`config.mk`:
```
export PLATFORM = sky130hd
export DESIGN_NAME = sbst_decode
export DESIGN_NICKNAME = d
export VERILOG_FILES = /design/src/sv/sbst_pkg.sv /design/src/sv/sbst_decode.sv
export SDC_FILE = /design/constraint.sdc
export NUM_CORES = 1
export LEC_CHECK = 0
export BUFFER_PORTS_ARGS = -buffer_cell sky130_fd_sc_hd__buf_2
export CORE_UTILIZATION = 30
export DETAILED_ROUTE_END_ITERATION = 16
export PLACE_DENSITY = 0.55
export REMOVE_ABC_BUFFERS = 1
export SYNTH_ARGS = -nofsm -noshare
export SYNTH_HDL_FRONTEND = slang
export SYNTH_SLANG_ARGS = --single-unit
```
`constraint.sdc`:
```
create_clock -name vclk -period 6.3
set_clock_uncertainty 0.15 [all_clocks]
set_input_delay 0.945 -clock vclk [all_inputs]
set_output_delay 0.945 -clock vclk [all_outputs]
set_load 0.005 [all_outputs]
```
`src/sv/sbst_pkg.sv`:
```
// Package for the segment/box slab test: widths, beat structs, fraction type.
// No dependencies.
`default_nettype none

package sbst_pkg;

    localparam int COORD_BITS = 16;
    // box bounds need one more bit than a coordinate
    localparam int BND_BITS   = COORD_BITS + 1;
    // slab numerators (bound minus start)
    localparam int NUM_BITS   = COORD_BITS + 2;
    // direction magnitude, kept signed and never negative
    localparam int DEN_BITS   = COORD_BITS + 1;
    localparam int PROD_BITS  = NUM_BITS + DEN_BITS;

    typedef struct packed {
        logic signed [COORD_BITS-1:0] start_x;
        logic signed [COORD_BITS-1:0] start_y;
        logic signed [COORD_BITS-1:0] end_x;
        logic signed [COORD_BITS-1:0] end_y;
        logic signed [COORD_BITS-1:0] box_origin_x;
        logic signed [COORD_BITS-1:0] box_origin_y;
        logic signed [COORD_BITS-1:0] box_size_x;
        logic signed [COORD_BITS-1:0] box_size_y;
    } t_seg_in;

    typedef struct packed {
        logic hit;
        logic endpoint_inside;
    } t_seg_out;

    typedef struct packed {
        logic signed [NUM_BITS-1:0] num;
        logic signed [DEN_BITS-1:0] den;
    } t_frac;

    // decoded item: endpoint test done, per-axis slab fractions ready
    typedef struct packed {
        logic  ep_in;
        logic  fail;
        logic  bnd_x;
        logic  bnd_y;
        t_frac en_x;
        t_frac ex_x;
        t_frac en_y;
        t_frac ex_y;
    } t_dec;

endpackage

`default_nettype wire

```
`src/sv/sbst_decode.sv`:
```
// Front-end decode: box bounds, endpoint-in-box test, per-axis slab fractions.
// Depends on sbst_pkg.
`default_nettype none

module sbst_decode (
    input  sbst_pkg::t_seg_in i_item,
    output sbst_pkg::t_dec    o_dec
);

    typedef struct packed {
        logic             bnd;
        logic             miss;
        logic             in_s;
        logic             in_e;
        sbst_pkg::t_frac  en;
        sbst_pkg::t_frac  ex;
    } t_axis;

    function automatic t_axis axis_dec(
        input logic signed [sbst_pkg::COORD_BITS-1:0] s,
        input logic signed [sbst_pkg::COORD_BITS-1:0] e,
        input logic signed [sbst_pkg::COORD_BITS-1:0] o,
        input logic signed [sbst_pkg::COORD_BITS-1:0] z
    );
        logic signed [sbst_pkg::NUM_BITS-1:0] sw, ew, ow, zw, zn, zp, lo, hi, d, dn;
        t_axis r;
        sw = sbst_pkg::NUM_BITS'(s);
        ew = sbst_pkg::NUM_BITS'(e);
        ow = sbst_pkg::NUM_BITS'(o);
        zw = sbst_pkg::NUM_BITS'(z);
        zn = (zw < 0) ? zw : sbst_pkg::NUM_BITS'(0);
        zp = (zw > 0) ? zw : sbst_pkg::NUM_BITS'(0);
        lo = ow + zn;
        hi = ow + zp;
        d  = ew - sw;
        dn = -d;
        r.in_s = (sw >= lo) && (sw <= hi);
        r.in_e = (ew >= lo) && (ew <= hi);
        r.bnd  = (d != 0);
        // flat direction: start outside the slab rules the segment out
        r.miss = (d == 0) && !r.in_s;
        if (d > 0) begin
            r.en.num = lo - sw;
            r.ex.num = hi - sw;
            r.en.den = d[sbst_pkg::DEN_BITS-1:0];
        end else begin
            r.en.num = sw - hi;
            r.ex.num = sw - lo;
            r.en.den = dn[sbst_pkg::DEN_BITS-1:0];
        end
        r.ex.den = r.en.den;
        return r;
    endfunction

    t_axis w_ax_x;
    t_axis w_ax_y;

    always_comb begin
        w_ax_x = axis_dec(i_item.start_x, i_item.end_x, i_item.box_origin_x,
                          i_item.box_size_x);
        w_ax_y = axis_dec(i_item.start_y, i_item.end_y, i_item.box_origin_y,
                          i_item.box_size_y);
        o_dec.ep_in  = (w_ax_x.in_s && w_ax_y.in_s) || (w_ax_x.in_e && w_ax_y.in_e);
        o_dec.fail   = w_ax_x.miss || w_ax_y.miss || (!w_ax_x.bnd && !w_ax_y.bnd);
        o_dec.bnd_x  = w_ax_x.bnd;
        o_dec.bnd_y  = w_ax_y.bnd;
        o_dec.en_x   = w_ax_x.en;
        o_dec.ex_x   = w_ax_x.ex;
        o_dec.en_y   = w_ax_y.en;
        o_dec.ex_y   = w_ax_y.ex;
    end

endmodule

`default_nettype wire

```
==> impl_results.md <==
* Synthesized-area fraction occupied by ao, oa, aoi and oai cells at 27.8%
* Via count at 17.9k
* Multiplexer area fraction after synthesis at 1.75%
* Site Rows at 81
* Detail-routed via count per cell at 5.15
* GRT overflow at 0
* Met2 track demand over resource in global routing at 39.7%
* Chip height at 225 um
* Net count, final at 3236
* Worst path arrival time at 5.38 ns
* Synthesized-area fraction occupied by and/or/nand/nor cells at 22.2%
* Cts hold-fix bufs at 0
* Total number of sequential cells at 0
* Worst setup timing slack at the placement stage at -0.745 ns
* Final Cycle Share at 103%
* Parity-gate share of the synthesized area counting xor and xnor cells at 12.4%
* Number of global-route vias before repair at 17.0k
* Violations in the final reports: setup timing
* Actual slew at the worst max-slew pin at 0.810 ns
* Cell variety after synth at 84
* Cell count of the worst hold path at 4
* Die X-Extent at 225 um
* Sum Neg Setup Slack at -0.324 ns
* Total GRT Usage at 23.5%
* FILL cells at 5008
* Routed wire length at 62500 um
* Routing usage on met3 at 2.12%
* Area of the core region at 49000 um2
* Number of DRC markers in iteration 0 at 1197
* Setup slack of the critical path after layout at -0.177 ns
* Sequential fraction of the synthesis area at 0%
* WP data required at 5.20 ns
* Final routed DRC violation total at 0
* Iteration count of the initial detailed-routing pass at 7
* Max-capacitance violation count at 0
* Footprint of the flip-flops and latches at 0 um2
* Startpoint types: input port
* Overall die area at 50500 um2
* Final weighted congestion of routability-driven global placement at 0.966
* Setup crit end kind: output port
* Number of warning messages in the yosys log at 0
* Average cell area after synthesis at 6.96 um2
* Outcome: finished with violations
* Cell count after placement at 3416
* Post-route antenna net violation count at 0
* Post-DP HPWL at 54300 um
* Worst-path cell chain: buf_12 -> buf_4 -> nor2b_1 -> ha_1 -> o21ai_1 -> o21ai_1 -> a21o_1 -> a21oi_2 -> nor2b_1 -> o21a_1 -> nor2_1 -> xnor2_1 -> inv_1 -> ha_1 -> nand4_1 -> a21oi_1 -> o41ai_2 -> nand2b_1 -> maj3_1 -> maj3_1 -> a2111oi_2 -> a211o_1 -> a32o_2 -> buf_2
* Fraction of met1 tracks used by global routing at 32.2%
* Slew Viols, Final at 0
* Gr busiest metal: met2
* Category of the most critical setup path: input port to output port
* Largest net degree at the start of global routing at 42
* Crit path max fanout at 7
* Starting utilization of the core area at 30.4%
* Post-Synth Adder-Cell Area at 27.2%
* RSZ-0062 raised after global routing: true
* Final setup viols at 5
* Number of clock-tree buffers in the layout at 0
* Hold Crit Class: input port to output port
* Post-synthesis instance area at 14900 um2
* Commonest cells after routing, fill and taps aside: 484 x buf_4, 270 x ha_1, 267 x buf_2
* Worst slack on hold paths at 2.24 ns
* Wire length of the first global-routing pass at 93400 um
* Count of buffers inserted at the top-level ports at 272
* Final cell count without fillers at 3466
* Share of final-layout standard cells stronger than drive strength 1 at 36.8%
* Synthesized netlist cell count at 2137
* Main combinational cell family by area after synthesis: compound AO/OA/AOI/OAI gates
* Routed length per placed instance at 18.0 um
* Worst path slowest cell: maj3_1
* Max-slew headroom at 44.6%
* Number of hold violations in the final report at 0
* Most common cell after layout, fill and taps aside: buf_4
* Highest clock rate at 154 MHz
* Final critical path time including I/O delays and setup at 6.48 ns
* Initial antenna violation count at 12
* Largest stage delay on the critical path at 0.37 ns
* Count of pins on the block boundary at 272
* Area grow syn2layout at 46.5%
-- logic make-up after synthesis --
logic type      after synthesis
simple gates                653
xor+xnor                    210
buf+inv                     294
fa+ha+maj                   316
other cells                   1
compound gates              638
mux                          25
-- worst max-delay path, delay by kind of cell --
family / cells / cell delay, ns
xor gates and xnor gates: 1 / 0.16
buffers and inverters: 4 / 0.48
AOI/OAI and AO/OA: 10 / 1.98
adders and majority gates: 4 / 1.28
and+or+nand+nor: 5 / 0.52
-- cell usage after synthesis, types with 17 or more instances --
cell type	count	area, um2
ha_1	298	3730
a21oi_1	180	901
inv_1	179	672
nor2_1	152	571
nand2_1	146	548
xnor2_1	141	1230
o21ai_0	133	666
a21o_1	79	593
xor2_1	69	604
clkbuf_1	62	233
nor2b_1	58	363
and2_1	55	344
nor3_1	55	275
nand3_1	42	210
buf_4	39	293
nand2b_1	31	194
o21bai_1	26	195
a31oi_1	24	150
nand4_1	24	150
o21a_1	23	173
mux2i_1	17	170
-- area by class of cell --
cell class | count | area (um2) | area share, %
antenna | 8 | 20.0 | 0.0919
inverter | 179 | 672 | 3.08
multi-input combinational | 1844 | 15000 | 68.9
tap | 664 | 831 | 3.81
timing repair buffer | 771 | 5260 | 24.1
-- through the flow --
step | utilization, % | area, um2
after floorplan | - | 14300
after global placement | 40.8 | 20000
after detailed placement | 40.8 | 20000
after CTS | 42.8 | 20900
after global routing | 44.5 | 21800
final | 44.5 | 21800
-- worst paths after layout --
kind  startpoint         end
min   i_item[96]   o_dec[35]
max   i_item[31]  o_dec[143]
-- repair_timing --
action | CTS | global route
pin swaps | 110 | 127
resized for setup | 174 | 153
buffers inserted | 29 | 15
setup endpoints to repair | 32 | 31
-- per-layer routing --
layer	routed length (um)	vias up	share of wire (%)
li1	-	8888	-
met4	1080	10	1.7
met3	3230	57	5.2
met1	29100	8412	47
met5	64	-	0.10
met2	29000	490	46
